## config.mk

```make
export PLATFORM = sky130hd
export DESIGN_NAME = string_to_integer_parser_unit
export DESIGN_NICKNAME = d
export VERILOG_FILES = /design/src/hw/rtl/spu_pkg.sv /design/src/hw/rtl/spu_step.sv /design/src/hw/rtl/string_to_integer_parser_unit.sv
export VERILOG_INCLUDE_DIRS = /design/src /design/src/hw/rtl
export SDC_FILE = /design/constraint.sdc
export NUM_CORES = 2
export LEC_CHECK = 0
export ABC_AREA = 0
export BUFFER_PORTS_ARGS = -buffer_cell sky130_fd_sc_hd__clkbuf_2
export CELL_PAD_IN_SITES_DETAIL_PLACEMENT = 0
export CELL_PAD_IN_SITES_GLOBAL_PLACEMENT = 1
export CORE_ASPECT_RATIO = 0.7
export CORE_MARGIN = 10
export CORE_UTILIZATION = 35
export CTS_CLUSTER_SIZE = 8
export DETAILED_ROUTE_END_ITERATION = 12
export MAX_ROUTING_LAYER = met4
export PLACE_DENSITY = 0.62
export SLEW_MARGIN = 20
export SYNTH_ARGS = -nofsm -noshare
export SYNTH_HDL_FRONTEND = slang
export SYNTH_HIERARCHICAL = 1
export SYNTH_SLANG_ARGS = --single-unit
```

## constraint.sdc

```tcl
create_clock -name clk -period 12.3 [get_ports clk]
set_clock_uncertainty 0.2 [all_clocks]
set_input_delay 0.615 -clock clk [delete_from_list [all_inputs] [get_ports clk]]
set_output_delay 0.615 -clock clk [all_outputs]
set_load 0.05 [all_outputs]
```

## src/hw/rtl/assert_macros.svh

```systemverilog
// Assertion macros shared by the RTL of the string-to-integer parser.
// No dependencies; take in with `include where assertions are written.
`ifndef ASSERT_MACROS_SVH
`define ASSERT_MACROS_SVH

// Check a property on every rising edge of clk, off while rst is high.
`define ASSERT_CLK(label, prop, msg) \
  label: assert property (@(posedge clk) disable iff (rst) (prop)) else $error(msg);

// Check that the consequent holds in the same cycle as the antecedent.
`define ASSERT_IMPLIES(label, ante, cons, msg) \
  label: assert property (@(posedge clk) disable iff (rst) (ante) |-> (cons)) \
    else $error(msg);

// Check that the consequent holds in the cycle after the antecedent.
`define ASSERT_NEXT(label, ante, cons, msg) \
  label: assert property (@(posedge clk) disable iff (rst) (ante) |=> (cons)) \
    else $error(msg);

`endif

```

## src/hw/rtl/spu_pkg.sv

```systemverilog
// Types and constants of the string-to-integer parser.
// No dependencies; imported by spu_step and string_to_integer_parser_unit.
package spu_pkg;

  localparam int unsigned MAX_LENGTH = 65535;
  localparam logic [15:0] COUNT_CAP  =
    (MAX_LENGTH < 65535) ? 16'(MAX_LENGTH) : 16'hFFFF;

  localparam logic [5:0] BASE_AUTO  = 6'd0;
  localparam logic [5:0] BASE_BAD   = 6'd1;
  localparam logic [5:0] BASE_MIN   = 6'd2;
  localparam logic [5:0] BASE_OCT   = 6'd8;
  localparam logic [5:0] BASE_DEC   = 6'd10;
  localparam logic [5:0] BASE_HEX   = 6'd16;
  localparam logic [5:0] BASE_MAX   = 6'd36;
  localparam logic [5:0] NOT_DIGIT  = 6'd36;

  localparam logic [63:0] POS_LIMIT = 64'h7FFF_FFFF_FFFF_FFFF;
  localparam logic [63:0] NEG_LIMIT = 64'h8000_0000_0000_0000;

  typedef enum logic [2:0] {
    PH_WS     = 3'd0,
    PH_SIGN   = 3'd1,
    PH_ZERO   = 3'd2,
    PH_HEXPFX = 3'd3,
    PH_DIGITS = 3'd4,
    PH_DONE   = 3'd5
  } phase_t;

  typedef struct packed {
    phase_t      phase;
    logic        negative;
    logic [5:0]  active_base;
    logic [63:0] acc;
    logic        overflowed;
    logic        any_digit;
    logic [15:0] char_count;
    logic [15:0] zero_prefix_offset;
  } parse_state_t;

  typedef struct packed {
    logic signed [63:0] value;
    logic               overflow;
    logic               digits_found;
    logic [15:0]        end_offset;
  } parse_result_t;

  localparam parse_state_t CLEAR_STATE = '{
    phase: PH_WS, negative: 1'b0, active_base: BASE_AUTO, acc: 64'd0,
    overflowed: 1'b0, any_digit: 1'b0, char_count: 16'd0,
    zero_prefix_offset: 16'd0
  };

endpackage

```

## src/hw/rtl/spu_step.sv

```systemverilog
// One character step of the parser: next parse state and the result word.
// Depends on spu_pkg for the state, result and phase types.
module spu_step import spu_pkg::*; (
  input  parse_state_t  cur,
  input  logic [5:0]    number_base,
  input  logic          start_new,
  input  logic [7:0]    char_code,
  output parse_state_t  nxt,
  output logic          emit,
  output parse_result_t res
);

  parse_state_t s;
  logic         done;
  logic [15:0]  pos;
  logic [5:0]   d;
  logic         is_space;
  logic [69:0]  wide;
  logic [63:0]  limit;

  function automatic logic [5:0] digit_of(input logic [7:0] c);
    logic [7:0] t;
    t = 8'd0;
    if (c >= "0" && c <= "9") begin
      t = c - 8'("0");
    end else if (c >= "a" && c <= "z") begin
      t = c - 8'("a") + 8'd10;
    end else if (c >= "A" && c <= "Z") begin
      t = c - 8'("A") + 8'd10;
    end else begin
      t = 8'(NOT_DIGIT);
    end
    return t[5:0];
  endfunction

  function automatic logic [15:0] sat_inc(input logic [15:0] v);
    return (v < COUNT_CAP) ? v + 16'd1 : COUNT_CAP;
  endfunction

  assign d        = digit_of(char_code);
  assign is_space = (char_code == " ") || (char_code >= 8'h09 && char_code <= 8'h0D);

  always_comb begin
    s     = start_new ? CLEAR_STATE : cur;
    pos   = s.char_count;
    done  = (s.phase >= PH_DONE);
    emit  = 1'b0;
    res   = '0;
    wide  = '0;
    limit = POS_LIMIT;

    if (!done && s.phase == PH_WS) begin
      if (is_space) begin
        s.char_count = sat_inc(s.char_count);
        done = 1'b1;
      end else begin
        s.phase = PH_SIGN;
        if (char_code == "-" || char_code == "+") begin
          s.negative   = (char_code == "-");
          s.char_count = sat_inc(s.char_count);
          done = 1'b1;
        end
      end
    end

    if (!done && s.phase == PH_SIGN) begin
      if (number_base == BASE_AUTO) begin
        s.active_base = BASE_AUTO;
      end else if (number_base >= BASE_MIN && number_base <= BASE_MAX) begin
        s.active_base = number_base;
      end else begin
        s.active_base = BASE_BAD;
      end
      if (char_code == "0" && (s.active_base == BASE_AUTO || s.active_base == BASE_HEX)) begin
        s.any_digit          = 1'b1;
        s.acc                = 64'd0;
        s.zero_prefix_offset = sat_inc(pos);
        s.phase              = PH_ZERO;
        s.char_count         = sat_inc(s.char_count);
        done = 1'b1;
      end else begin
        if (s.active_base == BASE_AUTO) s.active_base = BASE_DEC;
        s.phase = PH_DIGITS;
      end
    end

    if (!done && s.phase == PH_ZERO) begin
      if (char_code == "x" || char_code == "X") begin
        s.active_base = BASE_HEX;
        s.phase       = PH_HEXPFX;
        s.char_count  = sat_inc(s.char_count);
        done = 1'b1;
      end else begin
        if (s.active_base == BASE_AUTO) s.active_base = BASE_OCT;
        s.phase = PH_DIGITS;
      end
    end

    if (!done && s.phase == PH_HEXPFX) begin
      if (d < BASE_HEX) begin
        s.phase = PH_DIGITS;
      end else begin
        // bare 0x: the number is the 0, the end sits just past it
        s.acc              = 64'd0;
        s.overflowed       = 1'b0;
        s.any_digit        = 1'b1;
        s.phase            = PH_DONE;
        emit               = 1'b1;
        res.value          = 64'sd0;
        res.overflow       = 1'b0;
        res.digits_found   = 1'b1;
        res.end_offset     = s.zero_prefix_offset;
        done = 1'b1;
      end
    end

    if (!done) begin
      if (s.active_base >= BASE_MIN && d < s.active_base) begin
        // overflow when acc * base + d passes the limit for the sign
        limit = s.negative ? NEG_LIMIT : POS_LIMIT;
        wide  = 70'(s.acc) * 70'(s.active_base) + 70'(d);
        if (!s.overflowed) begin
          if (wide > 70'(limit)) begin
            s.overflowed = 1'b1;
          end else begin
            s.acc = wide[63:0];
          end
        end
        s.any_digit  = 1'b1;
        s.char_count = sat_inc(s.char_count);
      end else begin
        emit    = 1'b1;
        s.phase = PH_DONE;
        if (!s.any_digit) begin
          res.value = 64'sd0;
        end else if (s.overflowed) begin
          res.value = s.negative ? $signed(NEG_LIMIT) : $signed(POS_LIMIT);
        end else begin
          res.value = s.negative ? $signed(64'd0 - s.acc) : $signed(s.acc);
        end
        res.overflow     = s.overflowed;
        res.digits_found = s.any_digit;
        res.end_offset   = s.any_digit ? pos : 16'd0;
      end
    end

    nxt = s;
  end

endmodule

```

## src/hw/rtl/string_to_integer_parser_unit.sv

```systemverilog
// Top level of the string-to-integer parser: input register, parse state,
// result register and the radix register. Uses spu_pkg and spu_step.
//
// Takes one character word per cycle, unless a held result stalls it, and gives
// one result word per number after the character that ends it is accepted (it
// sits in the input register, then the result register loads). The sustained
// rate is one character per cycle when not stalled; it is set by the parse state
// loop, which does one 64-by-6-bit multiply-add and the signed limit compare.
// A result waiting in the result register holds the next character in the
// input register but a new one is still taken while the input register
// drains. Write number_base only while no string is in flight.
`include "assert_macros.svh"

module string_to_integer_parser_unit import spu_pkg::*; (
  input  logic               clk,
  input  logic               rst,
  input  logic               cfg_we,
  input  logic [5:0]         cfg_wdata,
  input  logic               in_valid,
  output logic               in_ready,
  input  logic               start_new,
  input  logic [7:0]         char_code,
  output logic               out_valid,
  input  logic               out_ready,
  output logic signed [63:0] value,
  output logic               overflow,
  output logic               digits_found,
  output logic [15:0]        end_offset
);

  logic [5:0]    number_base;
  logic          stage_valid;
  logic          stage_start;
  logic [7:0]    stage_char;
  parse_state_t  state;
  parse_state_t  state_next;
  logic          step_emit;
  parse_result_t step_res;
  parse_result_t out_res;
  logic          advance;

  spu_step u_step (
    .cur         (state),
    .number_base (number_base),
    .start_new   (stage_start),
    .char_code   (stage_char),
    .nxt         (state_next),
    .emit        (step_emit),
    .res         (step_res)
  );

  // advance the input word when the result register is free or draining
  assign advance  = stage_valid && (!out_valid || out_ready);
  assign in_ready = !stage_valid || advance;

  always_ff @(posedge clk) begin
    if (rst) begin
      number_base <= BASE_AUTO;
    end else if (cfg_we) begin
      number_base <= cfg_wdata;
    end
  end

  always_ff @(posedge clk) begin
    if (rst) begin
      stage_valid <= 1'b0;
    end else if (in_ready) begin
      stage_valid <= in_valid;
    end
  end

  always_ff @(posedge clk) begin
    if (in_valid && in_ready) begin
      stage_start <= start_new;
      stage_char  <= char_code;
    end
  end

  always_ff @(posedge clk) begin
    if (rst) begin
      state <= CLEAR_STATE;
    end else if (advance) begin
      state <= state_next;
    end
  end

  always_ff @(posedge clk) begin
    if (rst) begin
      out_valid <= 1'b0;
    end else if (advance && step_emit) begin
      out_valid <= 1'b1;
    end else if (out_ready) begin
      out_valid <= 1'b0;
    end
  end

  always_ff @(posedge clk) begin
    if (advance && step_emit) begin
      out_res <= step_res;
    end
  end

  assign value        = out_res.value;
  assign overflow     = out_res.overflow;
  assign digits_found = out_res.digits_found;
  assign end_offset   = out_res.end_offset;

  `ASSERT_NEXT(a_done_after_emit, advance && step_emit, state.phase == PH_DONE, "phase not done")
  `ASSERT_IMPLIES(a_result_from_stage, $rose(out_valid), $past(stage_valid), "result without word")
  `ASSERT_IMPLIES(a_no_digit_zero, out_valid && !digits_found,
    value == 64'sd0 && !overflow && end_offset == 16'd0, "no-digit result not zero")
  `ASSERT_IMPLIES(a_overflow_sat, out_valid && overflow,
    value == $signed(POS_LIMIT) || value == $signed(NEG_LIMIT), "overflow value not saturated")

endmodule

```

# --- Yosys cells after proc, flatten, opt, wreduce, memory -nomap -nowiden ---
# Cells that the tools add are included.
totals:
  word_cells: 156
  inputBits: 20
  regBits: 207
op_classes:
  n_mul: 1
  muxes: 67
  eq_ne: 10
  addsub: 11
  n_lt_le_gt_ge: 19
  reduce_logical: 31
op_table:
  columns: ["cell", "n"]
  rows:
  - ["$mux W82", 5]
  - ["$mux W64", 6]
  - ["$mux W16", 10]
  - ["$mux W66", 2]
  - ["$mux W108", 1]
  - ["$add A70 B6 Y70", 1]
  - ["$gt A70 B64 Y1", 1]
  - ["$mul A64 B6 Y70", 1]
  - ["$mux W70", 1]
  - ["$mux W33", 2]
  - ["$mux W6", 11]
  - ["$mux W65", 1]
  - ["$add A16 B1 Y16 const B", 4]
  - ["$lt A16 B16 Y1 const B", 4]
  - ["$sub A1 B64 Y64 const A", 1]
  - ["$eq A8 B6 Y1 const B", 4]
  - ["$mux W3", 7]
  - ["$logic_not A6 Y1", 3]
  - ["$mux W1", 18]
  - ["$mux W17", 1]
  - ["$eq A8 B7 Y1 const B", 2]
  - ["$ge A8 B7 Y1 const B", 2]
  - ["$le A8 B7 Y1 const B", 2]
  - ["$logic_and A1 B1 Y1", 14]
  - ["other kinds (20)", 35]

# --- Logic depth before layout (Yosys ltp) ---
logic_depth:
  word_depth: 26
  ltp_mapped: 55

# --- By module ---
# The synthesis kept the hierarchy.
modules_own_cells:
  columns: ["module", "area_per_inst_um2", "instances", "cells_each"]
  rows:
  - ["spu_step", 22283.9, 1, 3055]
  - ["string_to_integer_parser_unit", 7838.8, 1, 591]

# --- Least setup slack after synthesis ---
# OpenSTA, ideal clock, no wires.
synth_timing:
  kind: "reg-to-reg"
  start: "register stage_char[0]"
  end: "register state[91] (netlist name)"
  arrival_time_ps: 12424
  setup_slack_ps: -443
  stages_incl_launch_ff: 51
  setup_time_ps: 119
  path_buffers: 7
  path_cell_list: "edfxtp_1 > inv_1 > ha_1 > or4b_2 > a21o_1 > a21oi_1 > o32ai_1 > a31o_2 > a311oi_1 > or2_2 > clkbuf_1 > clkbuf_1 > buf_1 > buf_1 > clkbuf_1 > nor3_1 > fa_1 > fa_1 > [... 15 more ...] > o21bai_1 > xor2_1 > ha_1 > nand4_1 > nor4_1 > nand4_1 > nor4_1 > o221ai_1 > a21oi_1 > nand3_1 > or3_1 > or4b_2 > or4_1 > clkbuf_1 > buf_1 > mux2_2 > nand2b_1 > mux2i_1"
synth_lines:
  columns: ["element", "line", "rtl"]
  rows:
  - ["start, declared", "string_to_integer_parser_unit.sv:34", "logic [7:0] stage_char;"]
  - ["start signal, assigned", "string_to_integer_parser_unit.sv:75", "stage_char <= char_code;"]
  - ["end signal, assigned", "string_to_integer_parser_unit.sv:83", "state <= state_next;"]
  - ["end, declared", "string_to_integer_parser_unit.sv:35", "parse_state_t state;"]

==> results.cfg <==
[outcome]
status = finished, final reports clean

[cells_and_area]
postLayoutCoreUtil_pct = 43.2
area_growth_pct = 21.7
multi_input_area_um2 = 24300
design_area_um2 = 36600
drive_gt1_share_pct = 20.2
nets = 4410
seqCellArea_um2 = 5050
fillers = 8580

[sta]
fin_tns_setup_ns = 0
worst_pin_slew_ns = 1.25
drv_slew = 0
hold_viol_final = 0
finalSetupViolCount = 0
slew_headroom_pct = 16.0
finalCritPeriodShare_pct = 97.0
max_freq_mhz = 83.8
setup_slack_ns = 0.368
fin_crit_ns = 11.93

[route]
num_vias = 28100
wirelength_mm = 116
drtIter0Drc = 2922
viasPerCell = 5.55
wl_per_cell_um = 22.8
dr.pass1.iters = 5
drc_errors = 0
drtAntennaViolNets = 0

[setup_path]
timing.rr.start = stage_char[0]
timing.rr.end = state[65]
startpoint = stage_char[0]
cpMostUsedCell = buf_4
rrSetupSlack_ns = 0.37
endpoint_kind = flip-flop
critPathArrivalTime_ns = 12.13
max_stage_delay_ns = 0.58
critPathSlowestCell = fa_1
rr_worst_depth = 53
crit_required_ns = 12.50
startpoint_type = flip-flop
worstSetupPathType = reg -> reg
worstPathMaxFanout = 14

[place]
globalplace.congestion = 0.912
post_dp_cell_area_um2 = 33700
pre_cts_ws_ns = -0.565
dp_hpwl_mm = 86.9
portBuffers = 103

[grt]
grtUsageMet2_pct = 29.8
antenna_found_initial = 5
grt_pass1_vias = 27000
grtUsageMet1_pct = 36.9
grt_pass1_wl_mm = 175
grt_max_degree = 130
grt_use_total_pct = 23.4
use_met3_pct = 5.10
grt-busiest-layer = met1
grt.overflow.total = 0

[logic_synthesis]
seq_area_frac_synth_pct = 16.8
yosysTopAreaCell = fa_1
synth_xor_area_share_pct = 2.90
async_flop_share_pct = 0
synth_compound_area_share_pct = 15.3
synth_top_flop_cell = dfxtp_1
synth_nets = 4147
synth-simple-area-share_pct = 25.5
ys_ff_latch = 207
syn_area_um2 = 30100
ys_warn_count = 6
synth_top_family_by_area = adder cells
syn_area_per_cell_um2 = 8.26
netlist_top_cells_area = fa_1, ha_1, edfxtp_1
synth_fa_ha_area_share_pct = 26.3
netlist_instances = 3646
synthMuxAreaShare_pct = 6.82
yosysTopAreaCellShare_pct = 16.7
synth_edf_count = 91
netlist-cell-type-count = 96

[power]
p_leak_uw = 0.0171
powerDensity_nw_per_um2 = 60.1
ir_worst_vdd_v = 0.0000763

[floorplanning]
row_count = 89
fp.dieW_um = 371
coreArea_um2 = 84900
ios = 104
start_util_pct = 35.5
dieArea_um2 = 98400
fp.dieH_um = 265

[cts]
clock_latency_ns = 0.58
cts_tree = yes
cts_inserted_buffers = 35
root_buffer = clkbuf_16
clockBufferDepth = 3
clkTransAtPathRegs_ns = 0.05
h-tree-depth = 2
clock_sinks = 207

[hold_path]
hold_class = in -> reg
hold-path-cell-count = 1
hold_path_end = stage_char[6]
hold_start = char_code[6]

[run]
maxCapViolCount = 0
-- state kept, by name, summed over array words and instances, names as in the netlist --
signal	flops
number_base	6
end_offset	16
state	108
overflow	1
digits_found	1
stage_valid	1
stage_char	8
stage_start	1
out_valid	1
value	64
-- routing by layer --
| metal | part of all wire, % | up-vias |
|---|---|---|
| li1 | - | 13200 |
| met1 | 52 | 13900 |
| met2 | 38 | 961 |
| met3 | 8.6 | 84 |
| met4 | 1.3 | 0 |
| met5 | 0 | - |
-- synthesized netlist by cell type (11+ instances only) --
| library cell | n |
|---|---|
| a211oi_1 | 20 |
| nand4_1 | 47 |
| mux2_2 | 58 |
| inv_1 | 232 |
| nand2b_1 | 244 |
| or3_1 | 22 |
| xor2_1 | 33 |
| nand3_1 | 69 |
| nor4_1 | 30 |
| a21oi_1 | 224 |
| and3_1 | 130 |
| o21bai_1 | 13 |
| a31oi_1 | 28 |
| nand2_1 | 365 |
| or2_2 | 13 |
| mux2i_1 | 140 |
| a21o_1 | 86 |
| nor2_1 | 203 |
| nor3b_1 | 11 |
| o22ai_1 | 14 |
| buf_1 | 14 |
| o211ai_1 | 13 |
| and2_1 | 161 |
| o31ai_1 | 28 |
| nor3_1 | 78 |
| ha_1 | 229 |
| o21a_1 | 16 |
| edfxtp_1 | 91 |
| fa_1 | 252 |
| clkbuf_1 | 211 |
| nor2b_1 | 31 |
| xnor2_1 | 65 |
| o21ai_0 | 167 |
| dfxtp_1 | 116 |
-- cell type report --
cell class | instances | area share [%]
Multi-Input combinational cell | 2958 | 66.3
Sequential cell | 207 | 13.8
Timing Repair Buffer | 474 | 10.7
Tap cell | 1137 | 3.88
Clock buffer | 51 | 2.64
Inverter | 233 | 2.40
Clock inverter | 11 | 0.253
Antenna cell | 1 | 0.00683
-- critical path, delay by kind of cell (launching register included) --
kind                       cells  cell delay, ns
buffers and inverters         14            2.12
AOI/OAI and AO/OA             16            2.83
xor gates and xnor gates       1            0.10
and+or+nand+nor               13            3.19
adders and majority gates      7            2.50
DFF                            1            0.42
muxes                          2            0.35
-- per-stage QoR --
step | power [µW] | hold slack (ns) | instances
5_1_grt | 2280 | 0.0154 | 5071
3_5_place_dp | 1170 | 0.270 | 4956
3_3_place_gp | 1170 | 0.265 | 4956
6_report | 2200 | 0.0385 | 5072
4_1_cts | 2190 | 0.00261 | 5036
2_1_floorplan | 1010 | 0.244 | 3646
-- cells in the final DEF (no fill, tap or decap), types with 91 or more instances in the layout --
master,count
clkbuf_2,102
nand2b_1,243
o21ai_0,155
mux2i_1,140
and3_1,122
nand2_1,359
a21oi_1,207
dfxtp_1,116
inv_1,226
edfxtp_1,91
and2_1,157
buf_4,317
ha_1,182
fa_1,247
nor2_1,190
-- report_power, final --
part / switching, µW / leakage [µW] / internal (µW)
clock: 396 / 0.000518 / 566
sequential: 12.3 / 0.00186 / 738
combinational: 312 / 0.0148 / 178
-- logic make-up (layout without fill, tap and decap cells) --
kind of cell / count (synthesis) / in the layout
compound gates: 724 / 724
xor+xnor: 99 / 99
fa+ha+maj: 481 / 481
buf+inv: 482 / 769
flops: 207 / 207
mux: 198 / 198
other cells: 0 / 1
simple gates: 1455 / 1456
-- worst max-delay path by stage --
| stage | cells after the start | endpoint |
|---|---|---|
| 4_1_cts | 52 | state[61] |
| 6_report | 53 | state[65] |
| 3_5_place_dp | 49 | state[65] |
| 2_1_floorplan | 49 | state[54] |
| 3_3_place_gp | 48 | state[63] |
| 5_1_grt | 54 | state[65] |
-- timing repair --
item | 4_1_cts | 5_1_grt
hold endpoints to repair | 2 | 0
setup buffers | 9 | 30
gates cloned | 7 | 5
gates resized for setup | 45 | 167
pin swaps | 22 | 152
setup endpoints to repair | 65 | 65
hold buffers | 2 | 0
(Power assumes the default switching activity.)
